--- src/design/ipdfd_pkg.sv ---
// ----------------------------------------------------------------------------
// ipdfd_pkg
// Shared types and constants for the modem frame demultiplexer.
// ----------------------------------------------------------------------------
package ipdfd_pkg;

  // Parser modes; the unused code behaves as idle.
  localparam logic [1:0] MODE_IDLE = 2'd0;
  localparam logic [1:0] MODE_LEN  = 2'd1;
  localparam logic [1:0] MODE_PAY  = 2'd2;

  // Destination codes carried on the route field.
  localparam logic [1:0] ROUTE_AT   = 2'd0;
  localparam logic [1:0] ROUTE_PAY  = 2'd1;
  localparam logic [1:0] ROUTE_NONE = 2'd2;

  // Command codes.
  localparam logic CMD_BYTE  = 1'b0;
  localparam logic CMD_CLEAR = 1'b1;

  localparam int WINDOW_DEPTH = 5;
  localparam int FILL_BITS    = 4;

  localparam logic [7:0] CHAR_COLON = 8'h3A;
  localparam logic [7:0] CHAR_ZERO  = 8'h30;
  localparam logic [7:0] CHAR_NINE  = 8'h39;

  // Frame marker "+IPD," with the oldest character first.
  localparam logic [7:0] MARKER [WINDOW_DEPTH] = '{8'h2B, 8'h49, 8'h50, 8'h44, 8'h2C};

  typedef struct packed {
    logic [1:0] route;
    logic [7:0] out_byte;
    logic       frame_start;
    logic       frame_end;
    logic       length_error;
    logic       empty_frame;
  } ipdfd_result_t;

endpackage

--- src/design/ipdfd_parser.sv ---
// ----------------------------------------------------------------------------
// ipdfd_parser
// Parser state and the per-byte routing decision. The result is formed
// combinationally from the current state and the incoming beat; the state
// advances on each accepted beat.
// ----------------------------------------------------------------------------
module ipdfd_parser
  import ipdfd_pkg::*;
#(
  parameter int LENGTH_BITS      = 32,
  parameter int MAX_LENGTH_CHARS = 10
) (
  input  logic          clk,
  input  logic          rst,
  input  logic          step,
  input  logic          cmd,
  input  logic [7:0]    rx_byte,
  output ipdfd_result_t res
);

  localparam logic [FILL_BITS-1:0] MaxChars  = FILL_BITS'(MAX_LENGTH_CHARS);
  localparam logic [FILL_BITS-1:0] WinFull   = FILL_BITS'(WINDOW_DEPTH);
  localparam logic [LENGTH_BITS-1:0] LenMax  = '1;

  logic [1:0]             mode, mode_next;
  logic [LENGTH_BITS-1:0] bytes_left, bytes_left_next;
  logic [LENGTH_BITS-1:0] length_value, length_value_next;
  logic [FILL_BITS-1:0]   fill_count, fill_count_next;
  logic                   digits_stopped, digits_stopped_next;
  logic [7:0]             window [WINDOW_DEPTH];
  logic                   shift_in;

  logic [LENGTH_BITS+3:0] times_ten;
  logic                   is_digit;
  logic                   marker_hit;
  logic [FILL_BITS-1:0]   idle_fill;

  always_comb begin
    is_digit  = rx_byte inside {[CHAR_ZERO:CHAR_NINE]};
    // value * 10 + digit, with four guard bits to detect overflow
    times_ten = ({4'd0, length_value} << 3) + ({4'd0, length_value} << 1)
              + (LENGTH_BITS+4)'(rx_byte[3:0]);
    idle_fill = (fill_count >= WinFull) ? WinFull : FILL_BITS'(fill_count + 1'b1);
    // The window after this byte shifts in, compared with the marker.
    marker_hit = (window[1] == MARKER[0]) && (window[2] == MARKER[1])
              && (window[3] == MARKER[2]) && (window[4] == MARKER[3])
              && (rx_byte == MARKER[4]);
  end

  always_comb begin
    mode_next           = mode;
    bytes_left_next     = bytes_left;
    length_value_next   = length_value;
    fill_count_next     = fill_count;
    digits_stopped_next = digits_stopped;
    shift_in            = 1'b0;
    res                 = '{route: ROUTE_NONE, out_byte: 8'd0, default: 1'b0};

    if (cmd == CMD_CLEAR) begin
      mode_next       = MODE_IDLE;
      bytes_left_next = '0;
    end else begin
      case (mode)
        MODE_LEN: begin
          if (rx_byte == CHAR_COLON) begin
            bytes_left_next = length_value;
            if (length_value != '0) begin
              mode_next = MODE_PAY;
            end else begin
              mode_next       = MODE_IDLE;
              res.empty_frame = 1'b1;
            end
            fill_count_next     = '0;
            length_value_next   = '0;
            digits_stopped_next = 1'b0;
          end else if (fill_count < MaxChars) begin
            shift_in        = 1'b1;
            fill_count_next = FILL_BITS'(fill_count + 1'b1);
            if (!digits_stopped && is_digit) begin
              length_value_next = (times_ten[LENGTH_BITS+3:LENGTH_BITS] != 4'd0)
                                ? LenMax : times_ten[LENGTH_BITS-1:0];
            end else begin
              digits_stopped_next = 1'b1;
            end
          end else begin
            mode_next        = MODE_IDLE;
            fill_count_next  = '0;
            res.length_error = 1'b1;
          end
        end
        MODE_PAY: begin
          res.route    = ROUTE_PAY;
          res.out_byte = rx_byte;
          if (bytes_left <= LENGTH_BITS'(1)) begin
            bytes_left_next = '0;
            mode_next       = MODE_IDLE;
            fill_count_next = '0;
            res.frame_end   = 1'b1;
          end else begin
            bytes_left_next = bytes_left - 1'b1;
          end
        end
        default: begin
          res.route       = ROUTE_AT;
          res.out_byte    = rx_byte;
          shift_in        = 1'b1;
          fill_count_next = idle_fill;
          if (idle_fill >= WinFull && marker_hit) begin
            mode_next           = MODE_LEN;
            fill_count_next     = '0;
            length_value_next   = '0;
            digits_stopped_next = 1'b0;
            res.frame_start     = 1'b1;
          end
        end
      endcase
    end
  end

  always_ff @(posedge clk) begin
    if (rst) begin
      mode           <= MODE_IDLE;
      bytes_left     <= '0;
      length_value   <= '0;
      fill_count     <= '0;
      digits_stopped <= 1'b0;
    end else if (step) begin
      mode           <= mode_next;
      bytes_left     <= bytes_left_next;
      length_value   <= length_value_next;
      fill_count     <= fill_count_next;
      digits_stopped <= digits_stopped_next;
    end
  end

  // The window holds no reset; entries only count once the fill count covers them.
  always_ff @(posedge clk) begin
    if (step && shift_in) begin
      for (int i = 0; i < WINDOW_DEPTH - 1; i++) begin
        window[i] <= window[i+1];
      end
      window[WINDOW_DEPTH-1] <= rx_byte;
    end
  end

  a_start_enters_len: assert property (@(posedge clk) disable iff (rst)
    step && res.frame_start |=> mode == MODE_LEN && fill_count == '0)
    else $error("frame start did not enter length mode");

  a_end_leaves_pay: assert property (@(posedge clk) disable iff (rst)
    step && res.frame_end |=> mode == MODE_IDLE && bytes_left == '0)
    else $error("frame end did not return to idle");

  a_pay_count_live: assert property (@(posedge clk) disable iff (rst)
    mode == MODE_PAY |-> bytes_left != '0)
    else $error("payload mode with an exhausted count");

  a_len_fill_bound: assert property (@(posedge clk) disable iff (rst)
    mode == MODE_LEN |-> fill_count <= MaxChars)
    else $error("length field count beyond its limit");

endmodule

--- src/design/ipd_frame_demux.sv ---
// ----------------------------------------------------------------------------
// ipd_frame_demux
// Tags received modem bytes with their destination stream.
// ----------------------------------------------------------------------------
// Every input beat, a received byte or a clear command, yields exactly one
// registered output beat, and a new beat is taken every cycle while in_stall
// is low. The parser state updates on each accepted byte; the result
// lands in an output register backed by a one-entry skid register, so the
// input keeps accepting while one result waits on a stalled output, and
// in_stall rises only when both registers are full. Bytes in idle mode go to
// the AT-response stream; "+IPD," starts a length field of up to
// MAX_LENGTH_CHARS characters, ':' opens the payload, which is routed to the
// payload stream and counted down to its last byte.
// ----------------------------------------------------------------------------
module ipd_frame_demux
  import ipdfd_pkg::*;
#(
  parameter int LENGTH_BITS      = 32,
  parameter int MAX_LENGTH_CHARS = 10
) (
  input  logic       clk,
  input  logic       rst,
  input  logic       in_valid,
  output logic       in_stall,
  input  logic       cmd,
  input  logic [7:0] rx_byte,
  output logic       out_valid,
  input  logic       out_stall,
  output logic [1:0] route,
  output logic [7:0] out_byte,
  output logic       frame_start,
  output logic       frame_end,
  output logic       length_error,
  output logic       empty_frame
);

  logic          accept;
  ipdfd_result_t res;
  ipdfd_result_t out_reg;
  ipdfd_result_t skid;
  logic          skid_valid;

  assign in_stall = skid_valid;
  assign accept   = in_valid && !skid_valid;

  ipdfd_parser #(
    .LENGTH_BITS      (LENGTH_BITS),
    .MAX_LENGTH_CHARS (MAX_LENGTH_CHARS)
  ) u_parser (
    .clk     (clk),
    .rst     (rst),
    .step    (accept),
    .cmd     (cmd),
    .rx_byte (rx_byte),
    .res     (res)
  );

  always_ff @(posedge clk) begin
    if (rst) begin
      out_valid  <= 1'b0;
      skid_valid <= 1'b0;
    end else if (!out_valid || !out_stall) begin
      if (skid_valid) begin
        out_valid  <= 1'b1;
        skid_valid <= 1'b0;
      end else begin
        out_valid <= accept;
      end
    end else if (accept) begin
      skid_valid <= 1'b1;
    end
  end

  // Payload side: the skid entry always drains ahead of any new beat.
  always_ff @(posedge clk) begin
    if (!out_valid || !out_stall) begin
      out_reg <= skid_valid ? skid : res;
    end else if (accept) begin
      skid <= res;
    end
  end

  assign route        = out_reg.route;
  assign out_byte     = out_reg.out_byte;
  assign frame_start  = out_reg.frame_start;
  assign frame_end    = out_reg.frame_end;
  assign length_error = out_reg.length_error;
  assign empty_frame  = out_reg.empty_frame;

  a_skid_behind_out: assert property (@(posedge clk) disable iff (rst)
    skid_valid |-> out_valid)
    else $error("skid entry held while the output register is empty");

  a_skid_fill_cause: assert property (@(posedge clk) disable iff (rst)
    !$past(rst) && $rose(skid_valid) |-> $past(out_valid && out_stall && in_valid))
    else $error("skid entry filled without a stalled output");

  a_route_byte_zero: assert property (@(posedge clk) disable iff (rst)
    out_valid && route == ROUTE_NONE |-> out_byte == 8'd0)
    else $error("consumed beat carries a byte");

endmodule
--- config.mk ---
export PLATFORM = sky130hd
export DESIGN_NAME = ipd_frame_demux
export DESIGN_NICKNAME = d
export VERILOG_FILES = /design/src/design/ipdfd_pkg.sv /design/src/design/ipdfd_parser.sv /design/src/design/ipd_frame_demux.sv
export SDC_FILE = /design/constraint.sdc
export NUM_CORES = 1
export LEC_CHECK = 0
export CAP_MARGIN = 40
export CORE_MARGIN = 4
export CORE_UTILIZATION = 60
export DETAILED_ROUTE_END_ITERATION = 10
export DONT_BUFFER_PORTS = 1
export PLACE_DENSITY = 0.82
export SYNTH_ARGS = -nofsm -noshare
export SYNTH_HDL_FRONTEND = slang
export SYNTH_SLANG_ARGS = --single-unit
--- constraint.sdc ---
create_clock -name clk -period 4.5 [get_ports clk]
set_input_delay 0.225 -clock clk [delete_from_list [all_inputs] [get_ports clk]]
set_output_delay 0.225 -clock clk [all_outputs]
set_load 0.02 [all_outputs]
# Yosys cells after proc, flatten, opt, wreduce, memory -nomap -nowiden
# Memories as Yosys holds them, arrays and structs flattened.
# Cells that the tools add are included.
# totals
regBits,101
mem_bits_rw,40
inputBits,13
out_inout_bits,16
wordCells,122
memories,1
# mem_list
memory,depth,width,read_ports,rd_clocked_by_memory_dff,wr,line_no,text
u_parser.window,5,8,4,0,5,ipdfd_parser.sv:30,logic [7:0] window [WINDOW_DEPTH];
# classes
addsub,4
order_cmp,6
eq_ne,15
muxes,47
bitwise,3
reduce_logical,27
# op_table
cell,count
two-way mux 32 bit,8
case mux 32 bit (2 select lines),2
adder 35 x 33 -> 36 bit,1
adder 36 x 4 -> 36 bit,1
<= comparator 32 x 1 -> 1 bit (second input constant),1
nonzero test 32 bit,1
subtractor 32 x 1 -> 32 bit (second input constant),1
two-way mux 14 bit,2
equality test 8 x 6 -> 1 bit (second input constant),3
equality test 8 x 7 -> 1 bit (second input constant),3
two-way mux 4 bit,5
case mux 10 bit (2 select lines),1
two-way mux 1 bit,18
two-way mux 2 bit,7
AND reduction 6 bit,2
logical AND 1 bit,9
inequality test 3 x 2 -> 1 bit (second input constant),3
>= comparator 4 x 3 -> 1 bit (second input constant),2
>= comparator 8 x 6 -> 1 bit (second input constant),1
<= comparator 8 x 6 -> 1 bit (second input constant),1
case mux 4 bit (2 select lines),1
nonzero test 4 bit,2
inequality test 3 x 1 -> 1 bit (second input constant),2
AND reduction 3 bit,2
other kinds (16),23

# Depth between registers and ports, before layout
# depth
ltp_word,10
ltp_mapped,14
ltp_nobuf,13

# Modules after synthesis
# Synthesis repeated with hierarchy kept, for this count alone.
# hier_totals
cells_unflattened,823
area_unflattened_um2,8130.3
# by_module_without_submodules
mod,instances,cells_per_inst,area_per_inst_um2,seq_area_each_um2
ipdfd_parser,1,771,7001.7,2382.3
ipd_frame_demux,1,52,1128.6,880.8

# Least setup slack after synthesis
# No wires, ideal clock.
# synth_timing
path_kind,register to register
from,register u_parser.mode[1]
to,memory u_parser.window[1][2] (netlist: u_parser.window[0][10]) (enable)
setup_ns,0.461
arrival_time_ns,3.240
required_time_ns,4.039
path_slack_ns,0.799
path_stages_with_launch,6
path_buffers,0
synth_period_minus_slack_ns,3.701
cell_sequence,dfxtp_1 inv_1 ha_1 or2_2 nor2b_1 nor3_1
# synth_rtl
item,line_no,text
from (decl),ipdfd_parser.sv:25,"logic [1:0] mode, mode_next;"
from (signal assigned),ipdfd_parser.sv:128,mode <= mode_next;
to (decl),ipdfd_parser.sv:30,

# Final worst setup path
# layout_timing
from,register u_parser.length_value[0]
to,register u_parser.length_value[23]
# layout_via
elab_chain_cells,8
# layout_rtl
item,line_no,text
from (decl),ipdfd_parser.sv:27,"logic [LENGTH_BITS-1:0] length_value, length_value_next;"
from (signal assigned),ipdfd_parser.sv:130,length_value <= length_value_next;
adder 35 x 33 -> 36 bit *,ipdfd_parser.sv:41,"times_ten = ({4'd0, length_value} << 3) + ({4'd0, length_value} << 1)"
adder 36 x 4 -> 36 bit *,ipdfd_parser.sv:42,+ (LENGTH_BITS+4)'(rx_byte[3:0]);
nonzero test 4 bit,ipdfd_parser.sv:80,length_value_next = (times_ten[LENGTH_BITS+3:LENGTH_BITS] != 4'd0)
two-way mux 32 bit *,ipdfd_parser.sv:81,? LenMax : times_ten[LENGTH_BITS-1:0];
two-way mux 32 bit *,ipdfd_parser.sv:79,if (!digits_stopped && is_digit) begin
two-way mux 32 bit *,ipdfd_parser.sv:76,end else if (fill_count < MaxChars) begin
two-way mux 32 bit *,ipdfd_parser.sv:65,if (rx_byte == CHAR_COLON) begin
case mux 32 bit (2 select lines) *,ipdfd_parser.sv:63,case (mode)
# Mark *: on every way between the ends. The rest lies on a longest branch, timed or not. The select of a mux whose other input is x is not followed.
# A chain may end at the register's enable or synchronous reset.

==> flow_summary.yaml <==
sta:
  fin_crit_ns: 3.589
  max_freq_mhz: 278.6
  skew_ns: 0.007668
  final-hold-violation-count: 0
  finalSetupViolCount: 0
  relSlewSlack: 0.4968
  finalSetupTns_ns: 0
  maxSlewViolCount: 0
  worst_pin_slew_ns: 0.7358
  timing.hold.ws_ns: 0.01171
  rsz0062_at_grt: "false"
  period_share: 0.7976
worst_setup_path:
  crit_path_end_kind: "register"
  startpoint_type: "register"
  reg2reg_depth: 13
  cp_max_fo: 31
  crit_required_ns: 4.78
  crit_arrival_ns: 3.87
  critical_path_class: "reg2reg"
routing:
  top_layer: "met4"
  first_pass_iters: 5
  vias_per_cell: 6.351
  wl_mm: 20.77
  wl_met2_mm: 10.02
  wire_per_inst_um: 18.68
  met1_length_mm: 9.089
  drt_iter0_drc: 683
  routed-wl-met3_mm: 1.204
  drc_errors: 0
  vias: 7062
  final_antenna_net_count: 0
final_layout:
  layoutNonFillerInstCount: 1112
  syn_to_final_growth_pct: 11.00
  final_common_cell: "nand2_1"
  stdcell_area_sq_um: 9320
  antenna_cells: 0
  nets: 1009
  drive_above_1_share: 0.08761
  layout_common_cells: "nand2_1 (74), dfxtp_1 (73), ha_1 (71)"
placed_design:
  placed_cells: 1071
  dpl.hpwl_mm: 14.61
  gp_congestion: 0.8839
  placed_area_sq_um: 8582
  io_buffers: 0
clock_network:
  cts_tree: "yes"
  post_cts_buffers: 0
  root_buffer: "clkbuf_16"
  cts_inserted_buffers: 17
  cts_max_level: 4
  clkTransAtPathRegs_ns: 0.06
  cts_sinks: 133
  clk_latency_ns: 0.41
  clk_path_buf_depth: 2
floorplan:
  core_area_sq_um: 13450
  initial_core_util: 0.6242
  die_w_um: 126.3
  boundaryPins: 29
  fp-row-count: 42
  fp.dieH_um: 126.3
  dieArea_sq_um: 15950
logic_synthesis:
  ys_seq_area_frac: 0.3886
  synth_edf_count: 60
  yosys.area_share.adder: 0.1106
  synth_flop_cell: "dfxtp_1"
  syn_inst: 925
  ys_types: 79
  synth_seq_cells: 133
  syn_nets: 1011
  synth.avg_cell_area_sq_um: 9.078
  syn_area_sq_um: 8397
  synth-simple-area-share: 0.2097
  synth-compound-area-share: 0.1673
  muxShareOfSynthArea: 0.02235
  yosysWarnings: 0
  synth_top_family_by_area: "simple AND/OR/NAND/NOR gates"
  async_flop_share: 0
  synthXorXnorAreaFrac: 0.05841
global_route:
  grt_pass1_vias: 6713
  antenna_found_initial: 0
  grtUsageTotal: 0.2591
  grt_max_degree: 48
  overflow: 0
  grt_first_pass_wirelength_mm: 34.03
power:
  power_frac_comb: 0.037
  p_int_uw: 2321
  power_uw: 2928
  p_sw_frac: 0.2074
  pwr-share-seq: 0.453
  p_leak_uw: 0.003804
  clkPwrFrac: 0.510
  p_per_area_nw_per_um2: 314.1
  ir_worst_vdd_v: 0.0002780
  p_switching_uw: 607.1
flow_run:
  maxCapViolations: 0
hold_path:
  min_path_type: "in2reg"
  whs_path_depth: 2
outcome:
  status: "finished, final reports clean"
[power by group through the flow]
| stage | Clock (uW) | Combinational [uW] | Sequential [uW] |
|---|---|---|---|
| floorplan | 0 | 71.7 | 1340 |
| global placement | 0 | 80.6 | 1350 |
| detailed placement | 0 | 90.1 | 1350 |
| CTS | 1500 | 106 | 1330 |
| global route | 1560 | 116 | 1330 |
| finish | 1490 | 108 | 1330 |
[layout make-up]
class                   count  area [sq um]
repair buffers             21         230.2
well taps                 176         220.2
clock inverters            12         201.4
multi-input cells         701          4785
inverters                  49         183.9
flip-flops and latches    133          3263
fillers                  1034          4133
clock buffers              20         436.7
[Yosys cell counts (23+ instances only)]
master	number	area [sq um]
nand2_1	74	277.8
dfxtp_1	73	1461
ha_1	71	888.4
nor2_1	65	244.0
edfxtp_1	60	1802
nor3_1	50	250.2
inv_1	48	180.2
a21oi_1	41	205.2
o21ai_0	40	200.2
o21ai_1	37	185.2
clkbuf_1	31	116.4
xnor2_1	31	271.5
nand3_1	26	130.1
xor2_1	25	219.0
a22oi_1	23	172.7
[metal layers]
layer | global-route usage | vias to the layer above
met4 | 0.07823 | 0
met5 | 0 | -
met2 | 0.4382 | 268
li1 | - | 3419
met3 | 0.03741 | 34
met1 | 0.3467 | 3341
[metrics by stage]
| stage | util | setup slack, ns |
|---|---|---|
| 6_report | 0.6928 | 0.9107 |
| 5_1_grt | 0.6928 | 0.6511 |
| 4_1_cts | 0.6928 | 0.9283 |
| 3_5_place_dp | 0.6379 | 0.9851 |
| 3_3_place_gp | 0.6333 | 1.050 |
| 2_1_floorplan | - | 0.7986 |
[sequential cells by signal, summed over array words and instances, names as in the netlist, 2 cells and up]
| signal | count |
|---|---|
| u_parser.window | 32 |
| u_parser.fill_count | 4 |
| skid | 14 |
| out_byte | 8 |
| u_parser.mode | 2 |
| route | 2 |
| u_parser.length_value | 32 |
| u_parser.bytes_left | 32 |
[worst paths after layout]
check	slack [ns]	to	from
hold / removal	0.01	out_valid	in_valid
setup reg to reg	0.91	u_parser.length_value[23]	u_parser.length_value[0]
setup / recovery	0.91	u_parser.length_value[23]	u_parser.length_value[0]
hold reg to reg	0.45	u_parser.window[0][22]	u_parser.window[0][30]
[worst max-delay path, cell delays in order, from the launching register on]
cell and delay, ns:
dfxtp_1 0.36, fa_1 0.56, inv_1 0.08, fa_1 0.46, nand2b_1 0.19, a21oi_1 0.21
o21ai_1 0.15, o21a_1 0.27, o21ai_1 0.14, o221ai_1 0.24, mux2i_2 0.21, buf_4 0.25
nor3_1 0.24, o21ai_1 0.09
[cell families (layout without fill, tap and decap cells)]
| logic type | Yosys count | after routing |
|---|---|---|
| compound gates | 222 | 222 |
| xor+xnor | 56 | 56 |
| fa+ha+maj | 73 | 73 |
| buf+inv | 91 | 102 |
| flops | 133 | 133 |
| mux | 17 | 17 |
| simple gates | 333 | 333 |
[repair_timing]
item,CTS,global route
endpoints found under the hold margin,42,0
gates resized for setup,0,0
hold buffers,9,0
Note: power is estimated with default switching activity, not from simulation.
